==> src/design/tbba_pkg.sv <==
`timescale 1ns / 1ps
`default_nettype none

package tbba_pkg;

    // Default sizes
    localparam int MAX_BLOCKS_DEF   = 4096;
    localparam int BITMAP_WORDS_DEF = 64;

    // Bitmap word geometry
    localparam int WORD_BITS = 64;
    localparam int BIT_W     = 6;

    // Field widths
    localparam int FUNC_W = 3;
    localparam int IDX_W  = 12;
    localparam int CFG_W  = 13;

    localparam logic [CFG_W-1:0] CFG_RESET = 13'd4096;

    // Request codes
    localparam logic [FUNC_W-1:0] FN_ALLOC_LO = 3'd0;
    localparam logic [FUNC_W-1:0] FN_ALLOC_HI = 3'd1;
    localparam logic [FUNC_W-1:0] FN_PROBE_LO = 3'd2;
    localparam logic [FUNC_W-1:0] FN_PROBE_HI = 3'd3;
    localparam logic [FUNC_W-1:0] FN_FREE     = 3'd4;
    localparam logic [FUNC_W-1:0] FN_SET      = 3'd5;

    typedef struct packed {
        logic [FUNC_W-1:0] func;
        logic [IDX_W-1:0]  block_index;
    } req_t;

    typedef struct packed {
        logic [IDX_W-1:0] block_number;
        logic             found;
    } rsp_t;

    // Result of a free-bit search within one word
    typedef struct packed {
        logic             any;
        logic [BIT_W-1:0] pos;
    } find_t;

endpackage

`default_nettype wire

==> src/design/tbba_word_find.sv <==
`timescale 1ns / 1ps
`default_nettype none

module tbba_word_find (
    input  wire logic [tbba_pkg::WORD_BITS-1:0] word,
    input  wire logic [tbba_pkg::WORD_BITS-1:0] mask,
    input  wire logic                           from_top,
    output tbba_pkg::find_t                     hit
);
    import tbba_pkg::*;

    logic [WORD_BITS-1:0] free_vec;
    logic [WORD_BITS-1:0] scan_vec;
    logic [BIT_W-1:0]     low_pos;

    // Free bits inside the valid range; reversed for a top-down search
    always_comb
    begin
        free_vec = ~word & mask;
        for (int i = 0; i < WORD_BITS; i++)
        begin
            scan_vec[i] = from_top ? free_vec[WORD_BITS-1-i] : free_vec[i];
        end
    end

    // Lowest set bit of the scan vector
    always_comb
    begin
        low_pos = '0;
        for (int i = WORD_BITS-1; i >= 0; i--)
        begin
            if (scan_vec[i])
            begin
                low_pos = BIT_W'(i);
            end
        end
    end

    assign hit.any = |scan_vec;
    assign hit.pos = from_top ? (BIT_W'(WORD_BITS-1) - low_pos) : low_pos;

endmodule

`default_nettype wire

==> src/design/two_ended_block_bitmap_allocator.sv <==
`timescale 1ns / 1ps
`default_nettype none

// A search issues one word read per cycle into the registered RAM read port, checks
// each returned word and registers done on a hit or after the last word; free/set
// reads, modifies and writes back the indexed word, then strobes; an empty partition,
// bad index or unused code strobes straight from idle. A new beat is taken in the
// cycle its predecessor strobes. Reset: asynchronous, clears control, sets the size to
// 4096; a clearing pass zeroes the bitmap while busy is high. Results cannot stall.
module two_ended_block_bitmap_allocator #(
    parameter int MAX_BLOCKS   = tbba_pkg::MAX_BLOCKS_DEF,
    parameter int BITMAP_WORDS = tbba_pkg::BITMAP_WORDS_DEF
) (
    input  wire logic                        clk,
    input  wire logic                        rst_n,
    input  wire logic                        start,
    input  tbba_pkg::req_t                   req,
    output logic                             busy,
    output logic                             done,
    output tbba_pkg::rsp_t                   rsp,
    input  wire logic                        cfg_we,
    input  wire logic [tbba_pkg::CFG_W-1:0]  cfg_wdata
);
    import tbba_pkg::*;

    localparam int WA_W    = (BITMAP_WORDS > 1) ? $clog2(BITMAP_WORDS) : 1;
    localparam int WC_W    = $clog2(BITMAP_WORDS + 1);
    localparam int CAP     = (MAX_BLOCKS < BITMAP_WORDS * WORD_BITS) ?
                             MAX_BLOCKS : BITMAP_WORDS * WORD_BITS;
    localparam int CAP_SAT = (CAP > 8191) ? 8191 : CAP;

    typedef enum logic [1:0] {ST_CLEAR, ST_IDLE, ST_SCAN} state_t;

    // Control state
    state_t              state_reg,     state_next;
    logic [CFG_W-1:0]    cfg_reg;
    logic [FUNC_W-1:0]   func_reg,      func_next;
    logic [IDX_W-1:0]    idx_reg,       idx_next;
    logic [WA_W-1:0]     last_word_reg, last_word_next;
    logic [BIT_W-1:0]    top_bit_reg,   top_bit_next;
    logic [WA_W-1:0]     iss_word_reg,  iss_word_next;
    logic [WC_W-1:0]     iss_cnt_reg,   iss_cnt_next;
    logic                dat_vld_reg,   dat_vld_next;
    logic                dat_last_reg,  dat_last_next;
    logic [WA_W-1:0]     dat_word_reg,  dat_word_next;
    logic [WA_W-1:0]     clr_addr_reg,  clr_addr_next;
    logic                done_reg,      done_next;
    rsp_t                rsp_reg,       rsp_next;

    // Bitmap RAM
    logic [WORD_BITS-1:0] mem [BITMAP_WORDS];
    logic [WORD_BITS-1:0] rd_data_reg;
    logic                 rd_en;
    logic                 wr_en;
    logic [WA_W-1:0]      wr_addr;
    logic [WORD_BITS-1:0] wr_data;

    // Decode helpers
    logic [CFG_W-1:0]     lim;
    logic [CFG_W-1:0]     lim_m1;
    logic [WA_W-1:0]      last_word_in;
    logic [WA_W-1:0]      idx_word_in;
    logic                 req_top;
    logic                 cur_top;
    logic                 cur_alloc;
    logic [WORD_BITS-1:0] dat_mask;
    logic [WORD_BITS-1:0] idx_bit;
    find_t                hit;

    assign busy = (state_reg != ST_IDLE);
    assign done = done_reg;
    assign rsp  = rsp_reg;

    // Effective size and the word holding the top valid block
    always_comb
    begin
        lim          = (cfg_reg > CFG_W'(CAP_SAT)) ? CFG_W'(CAP_SAT) : cfg_reg;
        lim_m1       = lim - CFG_W'(1);
        last_word_in = WA_W'({{WA_W{1'b0}}, lim_m1[CFG_W-1:BIT_W]});
        idx_word_in  = WA_W'({{WA_W{1'b0}}, req.block_index[IDX_W-1:BIT_W]});
        req_top      = (req.func == FN_ALLOC_HI) || (req.func == FN_PROBE_HI);
        cur_top      = (func_reg == FN_ALLOC_HI) || (func_reg == FN_PROBE_HI);
        cur_alloc    = (func_reg == FN_ALLOC_LO) || (func_reg == FN_ALLOC_HI);
        idx_bit      = WORD_BITS'(1) << idx_reg[BIT_W-1:0];
    end

    // Blocks beyond the limit count as used in the top word
    assign dat_mask = (dat_word_reg == last_word_reg) ?
                      ({WORD_BITS{1'b1}} >> (BIT_W'(WORD_BITS-1) - top_bit_reg)) :
                      {WORD_BITS{1'b1}};

    tbba_word_find u_find (
        .word     (rd_data_reg),
        .mask     (dat_mask),
        .from_top (cur_top),
        .hit      (hit)
    );

    // Sequencer
    always_comb
    begin
        state_next     = state_reg;
        func_next      = func_reg;
        idx_next       = idx_reg;
        last_word_next = last_word_reg;
        top_bit_next   = top_bit_reg;
        iss_word_next  = iss_word_reg;
        iss_cnt_next   = iss_cnt_reg;
        dat_vld_next   = 1'b0;
        dat_last_next  = dat_last_reg;
        dat_word_next  = dat_word_reg;
        clr_addr_next  = clr_addr_reg;
        done_next      = 1'b0;
        rsp_next       = rsp_reg;
        rd_en          = 1'b0;
        wr_en          = 1'b0;
        wr_addr        = dat_word_reg;
        wr_data        = rd_data_reg;

        case (state_reg)
            ST_CLEAR:
            begin
                wr_en   = 1'b1;
                wr_addr = clr_addr_reg;
                wr_data = '0;
                if (clr_addr_reg == WA_W'(BITMAP_WORDS-1))
                begin
                    state_next = ST_IDLE;
                end
                else
                begin
                    clr_addr_next = clr_addr_reg + WA_W'(1);
                end
            end

            ST_IDLE:
            begin
                if (start)
                begin
                    func_next      = req.func;
                    idx_next       = req.block_index;
                    last_word_next = last_word_in;
                    top_bit_next   = lim_m1[BIT_W-1:0];
                    case (req.func)
                        FN_ALLOC_LO, FN_ALLOC_HI, FN_PROBE_LO, FN_PROBE_HI:
                        begin
                            if (lim == '0)
                            begin
                                done_next = 1'b1;
                                rsp_next  = '0;
                            end
                            else
                            begin
                                state_next    = ST_SCAN;
                                iss_word_next = req_top ? last_word_in : '0;
                                iss_cnt_next  = WC_W'(last_word_in) + WC_W'(1);
                            end
                        end
                        FN_FREE, FN_SET:
                        begin
                            if ({1'b0, req.block_index} < lim)
                            begin
                                state_next    = ST_SCAN;
                                iss_word_next = idx_word_in;
                                iss_cnt_next  = WC_W'(1);
                            end
                            else
                            begin
                                done_next             = 1'b1;
                                rsp_next.block_number = req.block_index;
                                rsp_next.found        = 1'b0;
                            end
                        end
                        default:
                        begin
                            done_next = 1'b1;
                            rsp_next  = '0;
                        end
                    endcase
                end
            end

            ST_SCAN:
            begin
                // Issue one word read per cycle
                if (iss_cnt_reg != '0)
                begin
                    rd_en         = 1'b1;
                    dat_vld_next  = 1'b1;
                    dat_word_next = iss_word_reg;
                    dat_last_next = (iss_cnt_reg == WC_W'(1));
                    iss_cnt_next  = iss_cnt_reg - WC_W'(1);
                    iss_word_next = cur_top ? (iss_word_reg - WA_W'(1)) :
                                              (iss_word_reg + WA_W'(1));
                end

                // Evaluate the word returned by the RAM
                if (dat_vld_reg)
                begin
                    case (func_reg)
                        FN_FREE, FN_SET:
                        begin
                            wr_en   = 1'b1;
                            wr_data = (func_reg == FN_SET) ? (rd_data_reg | idx_bit) :
                                                             (rd_data_reg & ~idx_bit);
                            done_next             = 1'b1;
                            rsp_next.block_number = idx_reg;
                            rsp_next.found        = 1'b1;
                            state_next            = ST_IDLE;
                            iss_cnt_next          = '0;
                            dat_vld_next          = 1'b0;
                        end
                        default:
                        begin
                            if (hit.any)
                            begin
                                wr_en     = cur_alloc;
                                wr_data   = rd_data_reg | (WORD_BITS'(1) << hit.pos);
                                done_next = 1'b1;
                                rsp_next.block_number =
                                    IDX_W'({{IDX_W{1'b0}}, dat_word_reg, hit.pos});
                                rsp_next.found = 1'b1;
                                state_next     = ST_IDLE;
                                iss_cnt_next   = '0;
                                dat_vld_next   = 1'b0;
                            end
                            else if (dat_last_reg)
                            begin
                                done_next    = 1'b1;
                                rsp_next     = '0;
                                state_next   = ST_IDLE;
                                iss_cnt_next = '0;
                                dat_vld_next = 1'b0;
                            end
                        end
                    endcase
                end
            end

            default:
            begin
                state_next = ST_IDLE;
            end
        endcase
    end

    // State and registered outputs
    always_ff @(posedge clk or negedge rst_n)
    begin
        if (!rst_n)
        begin
            state_reg     <= ST_CLEAR;
            cfg_reg       <= CFG_RESET;
            iss_cnt_reg   <= '0;
            dat_vld_reg   <= 1'b0;
            clr_addr_reg  <= '0;
            done_reg      <= 1'b0;
            rsp_reg       <= '0;
        end
        else
        begin
            state_reg     <= state_next;
            iss_cnt_reg   <= iss_cnt_next;
            dat_vld_reg   <= dat_vld_next;
            clr_addr_reg  <= clr_addr_next;
            done_reg      <= done_next;
            rsp_reg       <= rsp_next;
            if (cfg_we)
            begin
                cfg_reg <= cfg_wdata;
            end
        end
    end

    // Payload registers
    always_ff @(posedge clk)
    begin
        func_reg      <= func_next;
        idx_reg       <= idx_next;
        last_word_reg <= last_word_next;
        top_bit_reg   <= top_bit_next;
        iss_word_reg  <= iss_word_next;
        dat_last_reg  <= dat_last_next;
        dat_word_reg  <= dat_word_next;
    end

    // Bitmap RAM: one write port, one registered read port
    always_ff @(posedge clk)
    begin
        if (wr_en)
        begin
            mem[wr_addr] <= wr_data;
        end
    end

    always_ff @(posedge clk)
    begin
        if (rd_en)
        begin
            rd_data_reg <= mem[iss_word_reg];
        end
    end

    // A strobe follows either an accepted beat or the end of a scan
    a_done_source: assert property (@(posedge clk) disable iff (!rst_n)
        done |-> $past(state_reg == ST_SCAN || (start && !busy)))
        else $error("done without a request or scan");

    // Results never overlap the busy window
    a_done_idle: assert property (@(posedge clk) disable iff (!rst_n)
        done |-> !busy)
        else $error("done while busy");

    // No bitmap write while idle
    a_no_idle_write: assert property (@(posedge clk) disable iff (!rst_n)
        (state_reg == ST_IDLE) |-> !wr_en)
        else $error("bitmap write while idle");

    // Returned word data only while scanning
    a_data_in_scan: assert property (@(posedge clk) disable iff (!rst_n)
        dat_vld_reg |-> (state_reg == ST_SCAN) && $past(rd_en))
        else $error("word data without a read");

endmodule

`default_nettype wire

==> config.mk <==
export PLATFORM = sky130hd
export DESIGN_NAME = two_ended_block_bitmap_allocator
export DESIGN_NICKNAME = d
export VERILOG_FILES = /design/src/design/tbba_pkg.sv /design/src/design/tbba_word_find.sv /design/src/design/two_ended_block_bitmap_allocator.sv
export SDC_FILE = /design/constraint.sdc
export NUM_CORES = 2
export LEC_CHECK = 0
export BUFFER_PORTS_ARGS = -buffer_cell sky130_fd_sc_hd__buf_2
export CORE_AREA = 2 2 394 786
export DETAILED_ROUTE_END_ITERATION = 8
export DIE_AREA = 0 0 396 788
export PLACE_DENSITY = 0.7
export REMOVE_ABC_BUFFERS = 1
export SLEW_MARGIN = 20
export SYNTH_ARGS = -nofsm -noshare
export SYNTH_HDL_FRONTEND = slang
export SYNTH_SLANG_ARGS = --single-unit
==> constraint.sdc <==
create_clock -name clk -period 7.71 [get_ports clk]
set_input_delay 0.771 -clock clk [delete_from_list [all_inputs] [get_ports clk]]
set_output_delay 0.771 -clock clk [all_outputs]
set_load 0.05 [all_outputs]
### Word level (Yosys, flattened, before mapping)

Memories as Yosys holds them, arrays and structs flattened. A register that Yosys moved wholly into a read port is not among the register bits.
Cells that the tools add are included.

* add/sub/neg operators: 8
* magnitude comparators: 2
* equality and inequality tests: 25
* shifts and indexed selects: 3
* multiplexer cells: 196
* bitwise gates (word level): 7
* reduce and logical (&&, ||, !) cells: 20

Operators with widths (number)
* 6-bit two-way mux: 72
* 64-bit two-way mux: 5
* 64-bit bitwise AND: 2
* 64-bit NOT: 2
* 64-bit bitwise OR: 2
* 64-bit one-hot mux with 2 select lines: 1
* 1-bit by 6-bit left shift with 64-bit output (first input constant): 2
* 13-bit two-way mux: 8
* 1-bit two-way mux: 83
* 64-bit OR reduction: 1
* 64-bit by 6-bit right shift with 64-bit output (first input constant): 1
* 7-bit two-way mux: 8
* 13-bit one-hot mux with 2 select lines: 2
* 7-bit one-hot mux with 2 select lines: 2
* 6-bit one-hot mux with 2 select lines: 2
* 2-bit two-way mux: 8
* 13-bit greater-than comparator (second input constant): 1
* 13-bit logical NOT: 1
* 12-bit by 13-bit < comparator with 1-bit output: 1
* 6-bit by 1-bit adder with 6-bit output (second input constant): 2
* 3-bit equality test (second input constant): 4
* 3-bit inequality test (second input constant): 4
* 6-bit AND reduction: 2
* 12-bit by 1-bit subtractor with 12-bit output (second input constant): 1
* 29 further kinds: 44

* flip-flop bits (word level): 83
* bits in writable memories: 4096
* bits of input ports: 32
* output and inout bits: 15
* logic and storage cells: 277
* memories kept: 1

Memory list
* mem: depth 64, bits a word 64, rd ports 1, clocked after Yosys merged registers in 1, wr ports 1, RTL line two_ended_block_bitmap_allocator.sv:51 `logic [WORD_BITS-1:0] mem [BITMAP_WORDS];`

### Logic depth before layout (Yosys ltp)

* depth after elaboration: 77
* gate-level depth with buffers: 18
* depth with buffers taken out: 14

### Modules after synthesis

From an unflattened synthesis, not the netlist that was laid out.

* cell total of the unflattened synthesis: 7368
* area, all modules: 166885.1 µm²

By module, submodules not included
* two_ended_block_bitmap_allocator: times used 1, cells an instance 7027, area each 164570.3 µm², sequential area each 127198.2 µm²
* tbba_word_find: times used 1, cells an instance 341, area each 2314.7 µm², sequential area each 0.0 µm²

### Worst setup path after synthesis

No wires, ideal clock.

* path kind: register to register
* start: register dat_word_reg[0]
* end: memory mem[0][1], data pin
* library setup time: 0.702 ns
* data arrival time: 5.906 ns
* required time: 7.008 ns
* setup slack: 1.102 ns
* cell stages (with the launch flop): 16
* path buffers: 3
* period minus slack after synthesis: 6.608 ns
* cells stage by stage: edfxtp_1 -> xor2_1 -> nor4_4 -> buf_6 -> buf_6 -> a31oi_1 -> or3_1 -> o2bb2a_1 -> a211oi_1 -> a211oi_1 -> mux2i_1 -> nand2_1 -> buf_1 -> nor3_1 -> a21oi_1 -> o21ai_0

* longest elaborated chain between the ends: 76
* elaborated cells on any way between the ends: 140
* classes of those cells: add/sub (1); eq/ne (1); shift (1); mux (134); bitwise (2); reduce/logical (1)

Ends and longest elaborated chain
* start: declaration: RTL line two_ended_block_bitmap_allocator.sv:45 `logic [WA_W-1:0] dat_word_reg, dat_word_next;`
* start signal: assignment: RTL line two_ended_block_bitmap_allocator.sv:284 `dat_word_reg <= dat_word_next;`
* 6-bit equality test *: RTL line two_ended_block_bitmap_allocator.sv:88 `assign dat_mask = (dat_word_reg == last_word_reg) ?`
* 64-bit two-way mux *: RTL line two_ended_block_bitmap_allocator.sv:88
* 64-bit bitwise AND *: RTL line tbba_word_find.sv:19 `free_vec = ~word & mask;`
* 1-bit two-way mux: RTL line tbba_word_find.sv:22 `scan_vec[i] = from_top ? free_vec[WORD_BITS-1-i] : free_vec[i];`
* 6-bit two-way mux (64 in a row): RTL line tbba_word_find.sv:32 `if (scan_vec[i])`
* 6-bit subtractor: RTL line tbba_word_find.sv:40 `assign hit.pos = from_top ? (BIT_W'(WORD_BITS-1) - low_pos) : low_pos;`
* 6-bit two-way mux: RTL line tbba_word_find.sv:40
* 1-bit by 6-bit left shift with 64-bit output: RTL line two_ended_block_bitmap_allocator.sv:218 `wr_data = rd_data_reg | (WORD_BITS'(1) << hit.pos);`
* 64-bit bitwise OR: RTL line two_ended_block_bitmap_allocator.sv:218
* 64-bit two-way mux *: RTL line two_ended_block_bitmap_allocator.sv:215 `if (hit.any)`
* 64-bit two-way mux *: RTL line two_ended_block_bitmap_allocator.sv:200 `case (func_reg)`
* 64-bit two-way mux *: RTL line two_ended_block_bitmap_allocator.sv:198 `if (dat_vld_reg)`
* 64-bit one-hot mux with 2 select lines *: RTL line two_ended_block_bitmap_allocator.sv:120 `case (state_reg)`
* named net wr_data[1]: RTL line two_ended_block_bitmap_allocator.sv:56 `logic [WORD_BITS-1:0] wr_data;`
* end: declaration: RTL line two_ended_block_bitmap_allocator.sv:51

The timed path passes the listed nets; every way through them passes the cells marked *.

### Worst setup path after layout

* start: register dat_word_reg[0]
* end: memory mem[57][3], data pin

The elaborated chain is that of the path after synthesis.

==> flow_summary.yaml <==
run_status:
  status: "finished, final reports clean"
worst_setup_path:
  slowest_delay_ns: 0.96
  endpoint_kind: "register"
  critPathMostFrequentCell: "buf_4"
  slowest_stage: "nor4_1"
  critPathTopFamily: "simple AND/OR/NAND/NOR gates"
  critical_path_required_ns: 8.34
  crit_type: "reg2reg"
  crit_fanout: 64
  start_kind: "register"
  worst-path-buf-inv: 5
  worstPathArrival_ns: 7.84
  crit_chain: "xor2_1, nor4_4, buf_12, buf_4, a21oi_1, buf_4, mux2i_1, a21oi_1, nor4_1, a211oi_1, nor4_1, nor3_2, a21boi_1, buf_4, nand3_1, nand3_2, buf_4"
timing:
  hold_violations: 0
  rsz0062_at_grt: "false"
  maxSlewViolCount: 0
  skew_ns: 0.09268
  relSlewSlack: 0.1574
  fmax_mhz: 138.6
  setup_ws_ns: 0.4939
  tightest_slew_ns: 1.248
  setup_viol: 0
  min_period_ns: 7.216
  period_share: 0.9359
logic_synthesis:
  syn_area_per_cell_um2: 22.57
  synth_compound_area_frac: 0.02433
  synth_adder_area_share: 0.001838
  synth_cell_types: 101
  synth_top_family_by_area: "multiplexers"
  syn_inst: 7417
  syn_area_mm2: 0.1674
  seq_area_frac_synth: 0.7598
  ys_ff_latch: 4243
  synthMuxAreaShare: 0.1828
  synth-simple-area-share: 0.01918
  ys_warn_count: 0
  ys_async_sr_fraction: 0.01013
  synth_flop_cell: "edfxtp_1"
  synth_edf_count: 4200
  synth_xor_area_frac: 0.001256
routing:
  wirelength_um: 509800
  vias_per_cell: 7.084
  detail_route.wl_per_cell_um: 42.08
  drtPass1Iterations: 6
  ant_nets: 0
  initialDrtViolationCount: 11620
  drc: 0
  dr_total_vias: 85820
place:
  place.gp.congestion: 0.9756
  dp_hpwl_um: 301500
  portBuffers: 46
  dp_slack_ns: 0.7154
layout:
  fillers: 20170
  final_common_cell: "edfxtp_1"
  area_growth_pct: 12.38
  drive_gt1_frac: 0.3100
  mostFrequentLayoutCells: "edfxtp_1 (4200), mux4_2 (1344), clkbuf_16 (357), buf_4 (209), a21oi_1 (195)"
  largest_register_ffs: 4096
  nets: 7796
global_route:
  antenna_found_initial: 39
  grt_first_pass_wirelength_um: 700100
  overflow: 0
  grtUsageTotal: 0.3297
  grt_max_degree: 133
  first_global_vias: 85920
power:
  total_power_w: 0.07433
  p_per_area_mw_per_mm2: 395.1
  ir_drop_mv: 0.4204
  p_leak_nw: 58.19
floorplan:
  rows: 287
  fp.dieH_um: 788
  design.core.area_mm2: 0.3056
  dieArea_mm2: 0.3120
  die_w_um: 396
  ioPinCount: 47
  initial_core_util: 0.5479
cts:
  numCtsBuffers: 348
  cts.htree.levels: 5
  cts_tree: "built"
  clk_latency_ns: 0.97
  clockRootBuffer: "clkbuf_16"
  cts_sinks: 4243
  ctsLongestPathBuffers: 4
  clkTransAtPathRegs_ns: 0.07
flow_run:
  drv_cap: 0
min_path:
  worst_hold_path_type: "in2reg"
## kinds of logic (layout without fill, tap and decap cells)
| logic type | count (synthesis) | after routing |
|---|---|---|
| and+or+nand+nor | 642 | 642 |
| DFF | 4243 | 4243 |
| AOI/OAI and AO/OA | 653 | 653 |
| adders and majority gates | 24 | 24 |
| xor gates and xnor gates | 24 | 24 |
| buffers and inverters | 457 | 1059 |
| muxes | 1374 | 1374 |
| other | 0 | 50 |
## power breakdown
group	internal, W	switching [W]
clock	0.0100	0.00830
combinational	0.00955	0.0152
sequential	0.0302	0.00102
## Yosys cell counts (20+ instances only)
| cell type | instances | area share |
|---|---|---|
| nand3_1 | 90 | 0.0027 |
| nand2_1 | 146 | 0.0033 |
| a211oi_1 | 25 | 0.0011 |
| a31oi_1 | 59 | 0.0022 |
| a31o_2 | 20 | 0.0010 |
| o21ai_0 | 178 | 0.0053 |
| nor2_1 | 161 | 0.0036 |
| mux4_2 | 1344 | 0.18 |
| a21o_1 | 23 | 0.0010 |
| buf_1 | 109 | 0.0024 |
| edfxtp_1 | 4200 | 0.75 |
| dfrtp_1 | 42 | 0.0063 |
| nor3_1 | 91 | 0.0027 |
| inv_1 | 33 | 0.00074 |
| a21oi_1 | 197 | 0.0059 |
| clkbuf_1 | 284 | 0.0064 |
| ha_1 | 23 | 0.0017 |
## worst reg2reg max path: stages, from the launching register on
cell	delay [ns]
edfxtp_1	0.48
xor2_1	0.22
nor4_4	0.86
buf_12	0.27
buf_4	0.20
a21oi_1	0.08
buf_4	0.17
mux2i_1	0.43
a21oi_1	0.12
nor4_1	0.96
a211oi_1	0.26
nor4_1	0.88
nor3_2	0.27
a21boi_1	0.25
buf_4	0.32
nand3_1	0.16
nand3_2	0.32
buf_4	0.58
## per-layer routing
layer  share of wire  global-route usage
met1            0.31              0.3751
met2            0.52              0.5606
met3           0.090             0.06263
met4           0.087              0.2343
met5         0.00026                   0
## cell type report
type	count	area (um2)	share of cell area
Antenna cell	50	125.1	0.0006650
Clock buffer	413	9144	0.04860
Clock inverter	216	2436	0.01295
Inverter	34	130.1	0.0006916
Multi-Input combinational cell	2717	39410	0.2094
Sequential cell	4243	127200	0.6761
Tap cell	4046	5062	0.02691
Timing Repair Buffer	396	4638	0.02465
## what timing repair did
item | 4_1_cts | 5_1_grt
endpoints found under the hold margin | 1 | 42
hold buffers | 1 | 1
gates resized for setup | 0 | 0
setup buffers | 0 | 0
## path summary, 6_finish.rpt
| check | from | to | slack (ns) | depth (start not counted) |
|---|---|---|---|---|
| min in group asynchronous | rst_n | cfg_reg[1]$_DFFE_PN0P_ | 0.39 | 2 |
| min | cfg_wdata[3] | cfg_reg[3]$_DFFE_PN0P_ | 0.07 | 2 |
| max | dat_word_reg[0]$_DFFE_PP_ | mem[57][3]$_DFFE_PP_ | 0.49 | 17 |
| min reg2reg | iss_cnt_reg[3]$_DFFE_PN0P_ | iss_cnt_reg[3]$_DFFE_PN0P_ | 0.53 | 1 |
| max in group asynchronous | rst_n | iss_cnt_reg[5]$_DFFE_PN0P_ | 6.84 | 2 |
| max reg2reg | dat_word_reg[0]$_DFFE_PP_ | mem[57][3]$_DFFE_PP_ | 0.49 | 17 |
## stage by stage
| step | instance area (um2) | setup TNS, ns | hold WS (ns) | utilization | instances |
|---|---|---|---|---|---|
| finish | 188100 | 0 | 0.07128 | 0.6157 | 12120 |
| global route | 188100 | 0 | 0.06587 | 0.6155 | 12100 |
| floorplan | 165700 | -7481.72 | 0.4668 | - | 6994 |
| detailed placement | 176400 | 0 | 0.4961 | 0.5772 | 11430 |
| global placement | 176300 | 0 | 0.4935 | 0.5769 | 11430 |
| CTS | 188000 | 0 | 0.01911 | 0.6151 | 12060 |
(Power assumes the default switching activity.)
